<file path="src/rtl/core/stt_pkg.sv">
// Shared types and constants for the source text tokenizer.
`default_nettype none

package stt_pkg;

  localparam int unsigned PosWidth   = 16;
  localparam int unsigned QueueDepth = 4;
  localparam int unsigned QueuePtrW  = $clog2(QueueDepth);
  localparam int unsigned QueueCntW  = $clog2(QueueDepth + 1);
  localparam int unsigned OutDataW   = 40;

  localparam logic [7:0] ChNul     = 8'h00;
  localparam logic [7:0] ChTab     = 8'h09;
  localparam logic [7:0] ChCr      = 8'h0D;
  localparam logic [7:0] ChNewline = 8'h0A;
  localparam logic [7:0] ChSpace   = 8'h20;
  localparam logic [7:0] ChHash    = 8'h23;
  localparam logic [7:0] ChEquals  = 8'h3D;
  localparam logic [7:0] ChSquote  = 8'h27;
  localparam logic [7:0] ChDquote  = 8'h22;
  localparam logic [7:0] ChLowerA  = 8'h61;
  localparam logic [7:0] ChLowerZ  = 8'h7A;
  localparam logic [7:0] ChUpperA  = 8'h41;
  localparam logic [7:0] ChUpperZ  = 8'h5A;
  localparam logic [7:0] ChLowerF  = 8'h66;
  localparam logic [7:0] ChLowerN  = 8'h6E;

  typedef enum logic [2:0] {
    KIND_EOF     = 3'd0,
    KIND_FN      = 3'd1,
    KIND_SYM     = 3'd2,
    KIND_STR     = 3'd3,
    KIND_EQ      = 3'd4,
    KIND_UNKNOWN = 3'd5
  } kind_e;

  typedef enum logic [3:0] {
    MODE_IDLE    = 4'b0001,
    MODE_COMMENT = 4'b0010,
    MODE_SYMBOL  = 4'b0100,
    MODE_STRING  = 4'b1000
  } mode_e;

  typedef struct packed {
    kind_e                kind;
    logic [PosWidth-1:0]  begin_pos;
    logic [PosWidth-1:0]  end_pos;
    logic                 last;
  } tok_t;

  // Tokens produced by one byte, compacted so that token a is always first.
  typedef struct packed {
    logic [1:0] cnt;
    tok_t       a;
    tok_t       b;
  } push_t;

endpackage

`default_nettype wire

</file>
<file path="src/rtl/core/stt_scan.sv">
// Input byte register, scanner state and per-byte token decode.
`default_nettype none

module stt_scan (
  input  wire logic          clk_i,
  input  wire logic          rst_ni,
  input  wire logic          in_valid_i,
  output logic               in_ready_o,
  input  wire logic [7:0]    in_ch_i,
  input  wire logic          room_i,
  output stt_pkg::push_t     push_o
);

  logic                          vld_q;
  logic [7:0]                    ch_q;
  logic                          fire;

  stt_pkg::mode_e                mode_q, mode_d;
  logic                          qd_q, qd_d;
  logic [stt_pkg::PosWidth-1:0]  pos_q, pos_d;
  logic [stt_pkg::PosWidth-1:0]  start_q, start_d;
  logic [1:0]                    len_q, len_d;
  logic                          kw_q, kw_d;

  logic [stt_pkg::PosWidth-1:0]  pos_nx;
  logic                          is_letter, is_space, is_quote, do_idle;
  logic                          p_v, s_v;
  stt_pkg::tok_t                 p_tok, s_tok;
  stt_pkg::kind_e                sym_kind;

  assign fire       = vld_q && room_i;
  assign in_ready_o = !vld_q || room_i;

  always_ff @(posedge clk_i or negedge rst_ni) begin
    if (!rst_ni) begin
      vld_q <= 1'b0;
    end else if (in_ready_o) begin
      vld_q <= in_valid_i;
    end
  end

  always_ff @(posedge clk_i) begin
    if (in_valid_i && in_ready_o) begin
      ch_q <= in_ch_i;
    end
  end

  always_ff @(posedge clk_i or negedge rst_ni) begin
    if (!rst_ni) begin
      mode_q  <= stt_pkg::MODE_IDLE;
      qd_q    <= 1'b0;
      pos_q   <= '0;
      start_q <= '0;
      len_q   <= '0;
      kw_q    <= 1'b0;
    end else begin
      mode_q  <= mode_d;
      qd_q    <= qd_d;
      pos_q   <= pos_d;
      start_q <= start_d;
      len_q   <= len_d;
      kw_q    <= kw_d;
    end
  end

  assign pos_nx    = (pos_q == '1) ? pos_q : pos_q + 1'b1;
  assign is_letter = (ch_q >= stt_pkg::ChLowerA && ch_q <= stt_pkg::ChLowerZ) ||
                     (ch_q >= stt_pkg::ChUpperA && ch_q <= stt_pkg::ChUpperZ);
  assign is_space  = (ch_q == stt_pkg::ChSpace) ||
                     (ch_q >= stt_pkg::ChTab && ch_q <= stt_pkg::ChCr);
  assign is_quote  = (ch_q == stt_pkg::ChSquote) || (ch_q == stt_pkg::ChDquote);
  assign sym_kind  = (kw_q && len_q == 2'd2) ? stt_pkg::KIND_FN : stt_pkg::KIND_SYM;

  always_comb begin
    mode_d  = mode_q;
    qd_d    = qd_q;
    pos_d   = pos_q;
    start_d = start_q;
    len_d   = len_q;
    kw_d    = kw_q;
    do_idle = 1'b0;
    p_v     = 1'b0;
    s_v     = 1'b0;
    p_tok   = '{kind: sym_kind, begin_pos: start_q, end_pos: pos_q, last: 1'b0};
    s_tok   = '{kind: stt_pkg::KIND_EOF, begin_pos: pos_q, end_pos: pos_q, last: 1'b1};

    if (fire) begin
      if (ch_q == stt_pkg::ChNul) begin
        // End of text closes any open token, then eof; position restarts.
        if (mode_q == stt_pkg::MODE_SYMBOL) begin
          p_v = 1'b1;
        end else if (mode_q == stt_pkg::MODE_STRING) begin
          p_v        = 1'b1;
          p_tok.kind = stt_pkg::KIND_STR;
        end
        s_v     = 1'b1;
        mode_d  = stt_pkg::MODE_IDLE;
        pos_d   = '0;
        start_d = '0;
        len_d   = '0;
        kw_d    = 1'b0;
      end else begin
        case (mode_q)
          stt_pkg::MODE_COMMENT: begin
            if (ch_q == stt_pkg::ChNewline) begin
              mode_d = stt_pkg::MODE_IDLE;
            end
            pos_d = pos_nx;
          end
          stt_pkg::MODE_STRING: begin
            if (ch_q == (qd_q ? stt_pkg::ChDquote : stt_pkg::ChSquote)) begin
              p_v           = 1'b1;
              p_tok.kind    = stt_pkg::KIND_STR;
              p_tok.end_pos = pos_nx;
              mode_d        = stt_pkg::MODE_IDLE;
            end
            pos_d = pos_nx;
          end
          stt_pkg::MODE_SYMBOL: begin
            if (is_letter) begin
              kw_d  = (len_q == 2'd1) ? (kw_q && ch_q == stt_pkg::ChLowerN) : 1'b0;
              len_d = (len_q == 2'd3) ? len_q : len_q + 2'd1;
              pos_d = pos_nx;
            end else begin
              p_v     = 1'b1;
              len_d   = '0;
              kw_d    = 1'b0;
              do_idle = 1'b1;
            end
          end
          stt_pkg::MODE_IDLE: begin
            do_idle = 1'b1;
          end
          default: begin
            mode_d = stt_pkg::MODE_IDLE;
          end
        endcase

        // The byte that ends a symbol is handled here as an idle-mode byte.
        if (do_idle) begin
          mode_d = stt_pkg::MODE_IDLE;
          pos_d  = pos_nx;
          if (is_space) begin
            mode_d = stt_pkg::MODE_IDLE;
          end else if (ch_q == stt_pkg::ChHash) begin
            mode_d = stt_pkg::MODE_COMMENT;
          end else if (is_letter) begin
            mode_d  = stt_pkg::MODE_SYMBOL;
            start_d = pos_q;
            len_d   = 2'd1;
            kw_d    = (ch_q == stt_pkg::ChLowerF);
          end else if (is_quote) begin
            mode_d  = stt_pkg::MODE_STRING;
            start_d = pos_q;
            qd_d    = (ch_q == stt_pkg::ChDquote);
          end else begin
            s_v           = 1'b1;
            s_tok.kind    = (ch_q == stt_pkg::ChEquals) ? stt_pkg::KIND_EQ
                                                        : stt_pkg::KIND_UNKNOWN;
            s_tok.end_pos = pos_nx;
          end
        end
      end
    end

    push_o.cnt    = {1'b0, p_v} + {1'b0, s_v};
    push_o.a      = p_v ? p_tok : s_tok;
    push_o.a.last = !(p_v && s_v);
    push_o.b      = s_tok;
  end

  a_eof_restart : assert property (@(posedge clk_i) disable iff (!rst_ni)
    (fire && ch_q == stt_pkg::ChNul) |=> (pos_q == '0 && mode_q == stt_pkg::MODE_IDLE))
    else $error("eof did not restart the scanner");

  a_pair_order : assert property (@(posedge clk_i) disable iff (!rst_ni)
    (push_o.cnt == 2'd2) |-> (!push_o.a.last && push_o.b.last &&
      (push_o.a.kind == stt_pkg::KIND_FN || push_o.a.kind == stt_pkg::KIND_SYM ||
       push_o.a.kind == stt_pkg::KIND_STR)))
    else $error("bad token pair from one byte");

endmodule

`default_nettype wire

</file>
<file path="src/rtl/core/stt_fifo.sv">
// Small token queue that takes up to two tokens per cycle and issues one.
`default_nettype none

module stt_fifo (
  input  wire logic           clk_i,
  input  wire logic           rst_ni,
  input  wire stt_pkg::push_t push_i,
  output logic                room_o,
  output logic                out_valid_o,
  input  wire logic           out_ready_i,
  output stt_pkg::tok_t       out_tok_o
);

  stt_pkg::tok_t                  mem_q [stt_pkg::QueueDepth];
  logic [stt_pkg::QueuePtrW-1:0]  wr_q, rd_q;
  logic [stt_pkg::QueueCntW-1:0]  cnt_q;
  logic                           pop;
  logic [stt_pkg::QueuePtrW-1:0]  wr_nx;

  assign out_valid_o = (cnt_q != '0);
  assign out_tok_o   = mem_q[rd_q];
  assign pop         = out_valid_o && out_ready_i;
  // Room is granted only for a full pair so that any byte can be taken.
  assign room_o      = (cnt_q <= stt_pkg::QueueCntW'(stt_pkg::QueueDepth - 2));
  assign wr_nx       = wr_q + 1'b1;

  always_ff @(posedge clk_i) begin
    if (push_i.cnt != 2'd0) begin
      mem_q[wr_q] <= push_i.a;
    end
    if (push_i.cnt == 2'd2) begin
      mem_q[wr_nx] <= push_i.b;
    end
  end

  always_ff @(posedge clk_i or negedge rst_ni) begin
    if (!rst_ni) begin
      wr_q  <= '0;
      rd_q  <= '0;
      cnt_q <= '0;
    end else begin
      wr_q  <= wr_q + stt_pkg::QueuePtrW'(push_i.cnt);
      rd_q  <= rd_q + stt_pkg::QueuePtrW'(pop);
      cnt_q <= cnt_q + stt_pkg::QueueCntW'(push_i.cnt) - stt_pkg::QueueCntW'(pop);
    end
  end

  a_no_overflow : assert property (@(posedge clk_i) disable iff (!rst_ni)
    (push_i.cnt != 2'd0) |->
      ({1'b0, cnt_q} + (stt_pkg::QueueCntW + 1)'(push_i.cnt) <=
       (stt_pkg::QueueCntW + 1)'(stt_pkg::QueueDepth)))
    else $error("token queue overflow");

  a_count_bound : assert property (@(posedge clk_i) disable iff (!rst_ni)
    cnt_q <= stt_pkg::QueueCntW'(stt_pkg::QueueDepth))
    else $error("token queue count out of range");

endmodule

`default_nettype wire

</file>
<file path="src/rtl/core/source_text_tokenizer_unit.sv">
// Path: an accepted byte is held in the input byte register and scanned there; its tokens
// are written to the token queue, whose head is offered on the output.
// Throughput: one byte per cycle while the queue has room; a byte that yields two tokens
// leaves as two output transfers; the four-entry token queue holds the extra token.
// Reset: rst_ni is asynchronous and active low; it empties the queue and returns the
// scanner to idle with position zero.
`default_nettype none

module source_text_tokenizer_unit (
  input  wire logic        clk_i,
  input  wire logic        rst_ni,
  input  wire logic        s_axis_tvalid,
  output logic             s_axis_tready,
  input  wire logic [7:0]  s_axis_tdata,   // [7:0] ch
  output logic             m_axis_tvalid,
  input  wire logic        m_axis_tready,
  output logic [39:0]      m_axis_tdata,   // [2:0] kind, [18:3] begin_pos, [34:19] end_pos
  output logic             m_axis_tlast
);

  stt_pkg::push_t push;
  logic           room;
  stt_pkg::tok_t  head;

  stt_scan u_scan (
    .clk_i      (clk_i),
    .rst_ni     (rst_ni),
    .in_valid_i (s_axis_tvalid),
    .in_ready_o (s_axis_tready),
    .in_ch_i    (s_axis_tdata),
    .room_i     (room),
    .push_o     (push)
  );

  stt_fifo u_fifo (
    .clk_i       (clk_i),
    .rst_ni      (rst_ni),
    .push_i      (push),
    .room_o      (room),
    .out_valid_o (m_axis_tvalid),
    .out_ready_i (m_axis_tready),
    .out_tok_o   (head)
  );

  assign m_axis_tdata = {5'd0, head.end_pos, head.begin_pos, head.kind};
  assign m_axis_tlast = head.last;

endmodule

`default_nettype wire

</file>
<file path="config.mk">
export PLATFORM = sky130hd
export DESIGN_NAME = source_text_tokenizer_unit
export DESIGN_NICKNAME = d
export VERILOG_FILES = /design/src/rtl/core/stt_pkg.sv /design/src/rtl/core/stt_scan.sv /design/src/rtl/core/stt_fifo.sv /design/src/rtl/core/source_text_tokenizer_unit.sv
export SDC_FILE = /design/constraint.sdc
export NUM_CORES = 1
export LEC_CHECK = 0
export ABC_CLOCK_PERIOD_IN_PS = 4300
export BUFFER_PORTS_ARGS = -buffer_cell sky130_fd_sc_hd__buf_2
export CORE_ASPECT_RATIO = 0.75
export CORE_MARGIN = 1.5
export CORE_UTILIZATION = 52
export CTS_BUF_LIST = sky130_fd_sc_hd__clkbuf_4 sky130_fd_sc_hd__clkbuf_8 sky130_fd_sc_hd__clkbuf_16
export DETAILED_ROUTE_END_ITERATION = 7
export GPL_TIMING_DRIVEN = 0
export PLACE_DENSITY = 0.68
export SLEW_MARGIN = 20
export SYNTH_ARGS = -nofsm -noshare
export SYNTH_HDL_FRONTEND = slang
export SYNTH_SLANG_ARGS = --single-unit
</file>
<file path="constraint.sdc">
create_clock -name clk_i -period 4.3 [get_ports clk_i]
set_input_delay 1.075 -clock clk_i [delete_from_list [all_inputs] [get_ports clk_i]]
set_output_delay 1.075 -clock clk_i [all_outputs]
set_load 0.1 [all_outputs]
</file>
==> results of run 1 <==
[registers in the layout, indices dropped and copies added, names as in the netlist]
signal,count
u_scan.qd_q,1
u_fifo.wr_q,2
u_scan.ch_q,8
u_fifo.mem_q,144
u_scan.mode_q,4
u_scan.kw_q,1
u_fifo.rd_q,2
u_fifo.cnt_q,3
u_scan.start_q,16
u_scan.vld_q,1
u_scan.pos_q,16
u_scan.len_q,2
[final cells by class]
class                      count  area (µm²)  share of cell area [%]
inverter                      21        86.3                   0.732
timing repair buffer          56         373                    3.16
tap                          253         317                    2.68
multi-input combinational    545        4410                    37.4
clock inverter                15         191                    1.62
clock buffer                  17         425                    3.60
sequential                   200        5690                    48.2
buffer                        63         310                    2.63
[critical path: stages, from the launching register on]
cell and delay [ns]:
edfxtp_1 0.51, or3_4 0.48, or4b_4 0.54, o32ai_4 0.21, nor3_4 0.07, nand2_1 0.08, a21oi_1 0.09, inv_1 0.08
ha_2 0.28, nor2_1 0.09, and2_2 0.28, a31o_4 0.33, a22oi_2 0.29, buf_2 0.33, o21ai_0 0.14
[per-layer routing]
metal | track usage, % | routed length (µm) | vias to the layer above
met5 | 0 | 0 | -
met3 | 7.66 | 2680 | 40
li1 | - | - | 3433
met1 | 42.6 | 13100 | 3830
met2 | 39.9 | 12200 | 436
met4 | 7.84 | 527 | 0
[cells by family after synthesis]
kind of cell	Yosys count
other cells	1
simple gates	191
flops	200
fa+ha+maj	9
buf+inv	90
compound gates	294
mux	37
xor+xnor	9
[power by group through the flow]
stage / Combinational [mW] / Sequential, mW / Clock (mW)
6_report: 4.08 / 2.60 / 1.65
5_1_grt: 4.28 / 2.63 / 1.74
4_1_cts: 4.02 / 2.59 / 1.66
3_5_place_dp: 3.97 / 2.63 / 0
3_3_place_gp: 3.87 / 2.62 / 0
2_1_floorplan: 3.19 / 2.58 / 0
[Yosys cell counts (12+ instances only)]
cell type | number | area share [%]
a21oi_1 | 17 | 0.82
mux4_2 | 36 | 7.8
a22o_1 | 100 | 8.5
inv_1 | 20 | 0.73
o22ai_1 | 13 | 0.79
edfxtp_1 | 144 | 42
o21ai_0 | 86 | 4.2
dfrtp_1 | 47 | 11
nor3_1 | 12 | 0.58
nand2_1 | 54 | 2.0
nand2b_1 | 12 | 0.73
nor2_1 | 37 | 1.3
buf_2 | 12 | 0.58
clkbuf_1 | 44 | 1.6
[metrics by stage]
stage / TNS (ns) / worst slack [ns]
3_3_place_gp: -195.86 / -1.13
3_5_place_dp: -105.60 / -0.825
2_1_floorplan: 0 / 0.169
4_1_cts: 0 / 0.00666
6_report: 0 / 0.208
5_1_grt: -0.00563 / -0.00417
[layout by cell type (no fill, tap or decap), types with 5 or more instances in the layout]
cell,netlist,final
and3_1,7,7
nand3_1,9,9
o21ai_0,86,86
and2_1,11,9
dfxtp_1,8,8
o2bb2ai_2,7,7
buf_2,12,60
xor2_1,5,5
nand2_1,54,54
nor3_1,12,9
nand3b_1,5,5
clkbuf_2,0,5
clkbuf_16,0,17
nand2b_1,12,12
a22o_1,100,100
or3_1,6,6
ha_1,8,7
nor2_1,37,35
clkinv_8,0,6
edfxtp_1,144,144
o21ai_1,11,10
dfrtp_1,47,47
mux4_2,36,36
clkbuf_1,44,34
inv_1,20,15
conb_1,1,5
o31ai_1,8,8
o22ai_1,13,13
buf_4,8,12
a21oi_1,17,17
nor2_2,4,6
[final timing paths]
kind | cells past startpoint | slack [ns] | to | from
worst max-delay path | 14 | 0.21 | u_fifo.mem_q[2][11]$_DFFE_PP_ | u_scan.ch_q[4]$_DFFE_PP_
worst min-delay path | 1 | 0.47 | u_fifo.mem_q[2][0]$_SDFFE_PP1P_ | u_fifo.mem_q[2][0]$_SDFFE_PP1P_
worst max register to register | 14 | 0.21 | u_fifo.mem_q[2][11]$_DFFE_PP_ | u_scan.ch_q[4]$_DFFE_PP_
worst min register to register | 1 | 0.47 | u_fifo.mem_q[2][0]$_SDFFE_PP1P_ | u_fifo.mem_q[2][0]$_SDFFE_PP1P_
max in group asynchronous | 1 | 3.15 | u_scan.start_q[12]$_DFFE_PN0P_ | rst_ni
min in group asynchronous | 1 | 0.66 | u_scan.qd_q$_DFFE_PN0P_ | rst_ni
[what timing repair did]
item	CTS	global route
resized for setup	18	25
hold endpoints to repair	0	0
endpoints found under the setup margin	279	238
pin swaps	1	1
setup buffers	1	2
==> summary.txt, run 1 <==
Floorplan
  • # IOs: 55
  • Die Wd: 166 µm
  • Die area: 20700 µm²
  • Die Span Y: 125 µm
  • Initial Util: 53.2%
  • Placeable Area: 19400 µm²
  • Cell Rows: 44

Synth
  • Largest family of logic cells by synthesized area: compound AO/OA/AOI/OAI gates
  • Cell area after synthesis: 10300 µm²
  • Primary FF master, synth: edfxtp_1
  • Yosys cell types: 83
  • Simple-gate share of the synthesized area: 9.91%
  • Register area share after synthesis: 55.0%
  • Synth Area per Inst: 12.4 µm²
  • Synth Area in Compound Gates: 21.3%
  • Synth async-reset ratio: 24.0%
  • Post-synth EDFFs: 144
  • Yosys warning total: 0
  • Post-synthesis register bit count: 200
  • Mux contribution to synthesized area: 7.94%
  • Synth Area in XOR/XNOR: 0.763%
  • Mapped Cells: 831
  • Synth Area in Adders: 1.16%

Timing
  • Max Fclk: 244 MHz
  • Final Setup Violations: 0
  • Final Critical Period: 4.09 ns
  • Tcrit/Tclk final: 95.2%
  • Slew @ Worst Pin: 0.802 ns
  • Setup Skew: 0.0103 ns
  • Hold_ws: 0.466 ns
  • Slew Limit Fails: 0
  • Final Hold Fails: 0
  • Unrepaired setup endpoints after global routing: yes
  • Slew headroom: 46.0%

Critical path
  • Kind of critical path: reg2reg
  • Critical Path AT: 4.27 ns
  • Peak fanout along the critical path: 10
  • Worst EP required: 4.48 ns
  • Worst setup SP type: flip-flop
  • Worst setup EP type: flip-flop

Global route
  • Global-route usage over all layers: 28.1%
  • Initial antenna violation count: 0
  • GR Overflow Total: 0
  • Vias in the first global route: 7330
  • Pin count of the biggest net entering global routing: 49
  • First-pass GRT wire length: 44100 µm

Route
  • # DRC: 0
  • Vias per Instance: 6.61
  • DRT Wirelength: 28500 µm
  • Drt first-iter violations: 1060
  • Vias: 7739
  • Drt wl/cell: 24.4 µm
  • Pre-Repair DR Iteration Count: 7
  • ANT nets after route: 0

Power
  • Static leakage: 4.19 nW
  • Total chip power: 8.33 mW
  • Worst VDD drop: 0.631 mV
  • Clock power frac: 19.8%
  • Switch Pwr: 4.15 mW
  • Sw frac: 49.8%
  • Internal: 4.18 mW
  • Logic pwr share: 49.0%
  • Part of the power in registers: 31.2%
  • PwrDens: 706 nW/µm²

Final layout
  • Final Util: 60.7%
  • Fin nets: 925
  • N_diodes: 0
  • Design area: 11800 µm²
  • P&R area growth vs syn: 14.2%
  • Final Non-Filler Cells: 1170
  • Fillers: 1524
  • Layout cell share with drive strength beyond 1: 23.7%

Run status
  • Outcome: completed

Clocking
  • Clock latency at the later pin of the worst-skew pair: 0.44 ns
  • H-Tree Depth: 4
  • Clk root buf: clkbuf_16
  • Clock transition at path regs: 0.08 ns
  • Sink Count: 200
  • Post-CTS Hold Fix Bufs: 0
  • CTS tree: yes
  • TritonCTS Buffers: 17
  • Clock Tree Buf Depth: 2

Place
  • Cell Area, Placed: 11000 µm²
  • Placed cells: 1141
  • HPWL after detailed placement: 19600 µm
  • RePlAce Congestion: 0.964
  • Port bufs: 49

Run
  • Max-Cap Viols: 0

Min path
  • Type of the worst min-delay path: reg2reg
(Power assumes the default switching activity.)
==> inputs of run 2 (changes only) <==
MAX_ROUTING_LAYER = met4   (was not set)
==> run 2 against run 1 <==
  * Critical endpoint is now u_fifo.mem_q[0][7]$_DFFE_PP_
  * Worst hold slack better by 0.027 ns
  * Register-to-register slack got worse by 0.07 ns
  * Sequential power about the same
  * Count of clock-buffer cells in the layout unchanged
  * Via count rose by 1.2%
  * Highest routed layer unchanged
==> summary.txt, run 2 (same netlist as run 1, synthesis figures left out) <==
Floorplan
  • Initial Util: 53.2%
  • Die Span Y: 125 µm
  • # IOs: 55
  • Die Wd: 166 µm
  • Cell Rows: 44
  • Placeable Area: 19400 µm²
  • Die area: 20700 µm²

Timing
  • Final Critical Period: 4.16 ns
  • Setup Skew: 0.0144 ns
  • Slew headroom: 43.6%
  • Final Hold Fails: 0
  • Slew Limit Fails: 0
  • Max Fclk: 240 MHz
  • Hold_ws: 0.493 ns
  • Slew @ Worst Pin: 0.838 ns
  • Tcrit/Tclk final: 96.7%
  • Final Setup Violations: 0
  • Unrepaired setup endpoints after global routing: no

Run status
  • Outcome: completed

Power
  • Static leakage: 4.20 nW
  • PwrDens: 707 nW/µm²
  • Worst VDD drop: 0.770 mV

Global route
  • Initial antenna violation count: 0
  • First-pass GRT wire length: 44100 µm
  • GR Overflow Total: 0
  • Vias in the first global route: 7304
  • Global-route usage over all layers: 29.0%
  • Pin count of the biggest net entering global routing: 49

Clocking
  • Sink Count: 200
  • Clock latency at the later pin of the worst-skew pair: 0.45 ns
  • Clock Tree Buf Depth: 2
  • TritonCTS Buffers: 17
  • H-Tree Depth: 4
  • CTS tree: yes
  • Clock transition at path regs: 0.08 ns
  • Clk root buf: clkbuf_16

Final layout
  • Fin nets: 928
  • Final Non-Filler Cells: 1173
  • Biggest regs: u_fifo.mem_q (144), u_scan.pos_q (16), u_scan.start_q (16)
  • Final Util: 61.0%
  • Most frequent cells in the layout: edfxtp_1, a22o_1, o21ai_0, buf_2, nand2_1
  • Most common cell after layout, fill and taps aside: edfxtp_1
  • Max reg flops: 144
  • Layout cell share with drive strength beyond 1: 23.9%
  • P&R area growth vs syn: 14.8%
  • Reg with most FFs: u_fifo.mem_q
  • N_diodes: 0

Place
  • Placed cells: 1141
  • HPWL after detailed placement: 19400 µm
  • RePlAce Congestion: 0.984
  • Port bufs: 49

Critical path
  • Worst setup SP type: flip-flop
  • Worst EP required: 4.48 ns
  • Peak fanout along the critical path: 10
  • Worst setup EP type: flip-flop
  • Critical Path AT: 4.34 ns
  • Kind of critical path: reg2reg
  • Cells on worst reg2reg path: 13

Route
  • WL met3: 2700 µm
  • Vias per Instance: 6.68
  • Vias: 7835
  • Highest routed layer: met4
  • Drt first-iter violations: 987
  • ANT nets after route: 0
  • # DRC: 0
  • WL met2: 12200 µm
  • Pre-Repair DR Iteration Count: 5
  • Drt wl/cell: 24.2 µm
  • DRT met1 WL: 13000 µm
  • DRT Wirelength: 28400 µm

Min path
  • Type of the worst min-delay path: reg2reg
  • Min-Delay Path Depth: 1

Run
  • Max-Cap Viols: 0
run 2: cell types whose count changed in the layout (fill, tap and decap cells not counted), sizes merged:
cell,before,now
buf,79,81
clkinvlp,0,1
clkdlybuf4s15,1,2
clkinv,8,6
bufinv,0,1
run 2: final timing paths:
path / end / from / slack, ns
max: u_fifo.mem_q[0][7]$_DFFE_PP_ / u_scan.ch_q[4]$_DFFE_PP_ / 0.14
min: u_fifo.mem_q[1][0]$_SDFFE_PP1P_ / u_fifo.mem_q[1][0]$_SDFFE_PP1P_ / 0.49
max reg2reg: u_fifo.mem_q[0][7]$_DFFE_PP_ / u_scan.ch_q[4]$_DFFE_PP_ / 0.14
min reg2reg: u_fifo.mem_q[1][0]$_SDFFE_PP1P_ / u_fifo.mem_q[1][0]$_SDFFE_PP1P_ / 0.49
max in group asynchronous: u_scan.start_q[12]$_DFFE_PN0P_ / rst_ni / 3.16
min in group asynchronous: u_scan.qd_q$_DFFE_PN0P_ / rst_ni / 0.65
run 2: power by group:
part           leakage [nW]  switching, mW  internal [mW]  total, mW
clock                 0.302          0.850          0.850       1.70
combinational          1.89           3.12          0.972       4.09
sequential             2.01          0.175           2.42       2.60
total                  4.20           4.15           4.24       8.39
run 2: metrics by stage:
stage | TNS (ns) | setup slack, ns | instance area, µm² | power, mW
floorplan | 0 | 0.169 | 10400 | 5.76
global placement | -195.62 | -1.13 | 10900 | 6.50
detailed placement | -78.43 | -0.749 | 11000 | 6.60
CTS | -0.113 | -0.0583 | 11700 | 8.30
global route | 0 | 0.0312 | 11900 | 8.69
finish | 0 | 0.141 | 11900 | 8.39
run 2: timing repair:
action                     4_1_cts  5_1_grt
pin swaps                        0        2
setup endpoints to repair      268      226
gates resized for setup         27       18
buffers inserted                 1        5
hold buffers                     0        0
run 2: cell type report:
type | instances | area (µm²)
fill | 1521 | 7570
sequential | 200 | 5690
multi-input combinational | 545 | 4440
clock buffer | 17 | 425
timing repair buffer | 59 | 388
buffer | 63 | 319
tap | 253 | 317
clock inverter | 15 | 201
inverter | 21 | 86.3
run 2: critical path: stages (launching register included):
cell	delay, ns
edfxtp_1	0.52
or3_4	0.48
or4b_4	0.54
o32ai_4	0.21
nor3_4	0.09
nand2_1	0.10
a21oi_2	0.07
ha_2	0.24
inv_2	0.18
nor2_2	0.11
a31o_4	0.27
a22oi_1	0.49
buf_2	0.40
o22ai_1	0.15
run 2: per-layer routing:
layer	GRT usage (%)	up-vias
met2	40.0	440
met1	43.1	3915
met3	5.86	47
met4	9.22	0
li1	-	3433
met5	-	-
==> inputs of run 3 (changes only) <==
RECOVER_POWER = 50   (was not set)
==> run 3 against run 2 <==
  * Worst setup slack improved by 0.034 ns
  * Global-route usage did not move
  * Worst hold slack improved by 0.00057 ns
  * Wire length fell by 0.15%
  * Sequential power barely moved
  * The flow now finishes with violations (capacitance limit, slew limit)
  * Clock skew rose by 0.00085 ns
  * Via count fell by 0.43%
  * Combinational power barely moved
==> summary.txt, run 3 (same netlist as run 1, synthesis figures left out) <==
Run status
  • Outcome: complete, but fails checks
  • Failing checks: capacitance limit, slew limit

Critical path
  • Peak fanout along the critical path: 10
  • Worst EP required: 4.58 ns
  • Kind of critical path: reg2reg
  • Critical Path AT: 4.40 ns
  • Worst setup SP type: flip-flop
  • Worst-path cell chain: or3b_2 -> a2111oi_4 -> o211ai_2 -> nand2_2 -> inv_2 -> buf_6 -> ha_2 -> nor3_4 -> a31o_4 -> a22oi_1 -> buf_2 -> o2bb2ai_1
  • Crit path max-delay family: compound AO/OA/AOI/OAI gates
  • Critical Path Max Stage Delay: 0.53 ns
  • CP max stage cell: a2111oi_4
  • WP buf/inv: 3
  • Worst setup EP type: flip-flop

Clocking
  • Sink Count: 200
  • CTS tree: yes
  • H-Tree Depth: 4
  • Clock transition at path regs: 0.08 ns
  • TritonCTS Buffers: 17
  • Clock Tree Buf Depth: 2
  • Clock latency at the later pin of the worst-skew pair: 0.46 ns
  • Clk root buf: clkbuf_16

Timing
  • Final Setup Violations: 0
  • Slew Limit Fails: 49
  • Slew headroom: -93.8%
  • Tcrit/Tclk final: 95.9%
  • Final WS setup: 0.174 ns
  • Unrepaired setup endpoints after global routing: no
  • Slew @ Worst Pin: 2.91 ns
  • Setup TNS: 0 ns
  • Final Hold Fails: 0
  • Hold_ws: 0.493 ns
  • Final Critical Period: 4.13 ns
  • Max Fclk: 242 MHz
  • Setup Skew: 0.0153 ns

Power
  • Logic pwr share: 48.7%
  • Internal: 4.22 mW
  • Clock power frac: 20.3%
  • Part of the power in registers: 31.1%
  • Worst VDD drop: 0.770 mV
  • Total chip power: 8.36 mW
  • Static leakage: 4.17 nW
  • Switch Pwr: 4.14 mW
  • Sw frac: 49.6%
  • PwrDens: 707 nW/µm²

Floorplan
  • # IOs: 55
  • Die area: 20700 µm²
  • Cell Rows: 44
  • Placeable Area: 19400 µm²
  • Die Span Y: 125 µm
  • Die Wd: 166 µm
  • Initial Util: 53.2%

Global route
  • Vias in the first global route: 7304
  • GR Overflow Total: 0
  • Global-route usage over all layers: 29.0%
  • Pin count of the biggest net entering global routing: 49
  • Initial antenna violation count: 0
  • First-pass GRT wire length: 44100 µm

Final layout
  • Final Util: 60.9%
  • Most frequent cells in the layout: edfxtp_1, a22o_1, o21ai_0, nand2_1, dfrtp_1
  • Reg with most FFs: u_fifo.mem_q
  • Max reg flops: 144
  • Layout cell share with drive strength beyond 1: 22.3%
  • Design area: 11800 µm²
  • P&R area growth vs syn: 14.4%
  • Final Non-Filler Cells: 1173
  • Biggest regs: u_fifo.mem_q (144), u_scan.pos_q (16), u_scan.start_q (16)
  • Fillers: 1527
  • Fin nets: 928
  • N_diodes: 0
  • Most common cell after layout, fill and taps aside: edfxtp_1

Route
  • Pre-Repair DR Iteration Count: 6
  • Vias per Instance: 6.65
  • DRT Wirelength: 28400 µm
  • Vias: 7801
  • # DRC: 0
  • ANT nets after route: 0
  • Drt wl/cell: 24.2 µm
  • Drt first-iter violations: 964

Place
  • RePlAce Congestion: 0.984
  • Pre-CTS setup slack: -0.749 ns
  • Port bufs: 49
  • Cell Area, Placed: 11000 µm²
  • HPWL after detailed placement: 19400 µm
  • Placed cells: 1141

Run
  • Max-Cap Viols: 1

Min path
  • Type of the worst min-delay path: reg2reg
run 3: worst register-to-register path, delay by kind of cell (launching register included):
kind	cells	cell delay, ns
AOI/OAI and AO/OA	5	1.54
and+or+nand+nor	3	1.10
buffers and inverters	3	0.62
DFF	1	0.44
adders and majority gates	1	0.24
run 3: per-layer routing:
metal	up-vias	wire length [µm]	share of wire (%)	GRT usage, %
met5	-	0	0	-
met4	0	596	2.1	9.22
met3	56	2730	9.6	5.86
met2	430	12100	43	40.0
met1	3880	13000	46	43.1
li1	3435	-	-	-
run 3: cell type report:
| class | instances | area, µm² | share of cell area (%) |
|---|---|---|---|
| Sequential cell | 200 | 5690 | 48.1 |
| Multi-Input combinational cell | 545 | 4430 | 37.4 |
| Clock buffer | 17 | 425 | 3.60 |
| Timing Repair Buffer | 59 | 370 | 3.13 |
| Buffer | 63 | 318 | 2.69 |
| Tap cell | 253 | 317 | 2.68 |
| Clock inverter | 15 | 201 | 1.70 |
| Inverter | 21 | 81.3 | 0.688 |
run 3: power groups by stage:
| stage | sequential (mW) | combinational [mW] | clock [mW] |
|---|---|---|---|
| 3_5_place_dp | 2.63 | 3.97 | 0 |
| 6_report | 2.60 | 4.07 | 1.70 |
| 4_1_cts | 2.59 | 4.01 | 1.69 |
| 3_3_place_gp | 2.63 | 3.88 | 0 |
| 5_1_grt | 2.63 | 4.25 | 1.78 |
| 2_1_floorplan | 2.58 | 3.19 | 0 |
run 3: worst paths after layout:
| check | slack (ns) | end | start | cells past startpoint |
|---|---|---|---|---|
| worst min register to register | 0.49 | u_fifo.mem_q[1][0]$_SDFFE_PP1P_ | u_fifo.mem_q[1][0]$_SDFFE_PP1P_ | 1 |
| min in group asynchronous | 1.54 | u_scan.qd_q$_DFFE_PN0P_ | rst_ni | 1 |
| max in group asynchronous | 1.09 | u_scan.start_q[12]$_DFFE_PN0P_ | rst_ni | 1 |
| worst max register to register | 0.17 | u_fifo.mem_q[0][2]$_DFFE_PP_ | u_scan.ch_q[2]$_DFFE_PP_ | 12 |
| worst max-delay path | 0.17 | u_fifo.mem_q[0][2]$_DFFE_PP_ | u_scan.ch_q[2]$_DFFE_PP_ | 12 |
| worst min-delay path | 0.49 | u_fifo.mem_q[1][0]$_SDFFE_PP1P_ | u_fifo.mem_q[1][0]$_SDFFE_PP1P_ | 1 |
run 3: timing repair:
| action | in CTS | in global routing |
|---|---|---|
| pin swaps | 0 | 2 |
| buffers inserted | 1 | 5 |
| hold buffers | 0 | 0 |
| resized for setup | 27 | 18 |
| endpoints found under the setup margin | 268 | 226 |
| hold endpoints to repair | 0 | 0 |
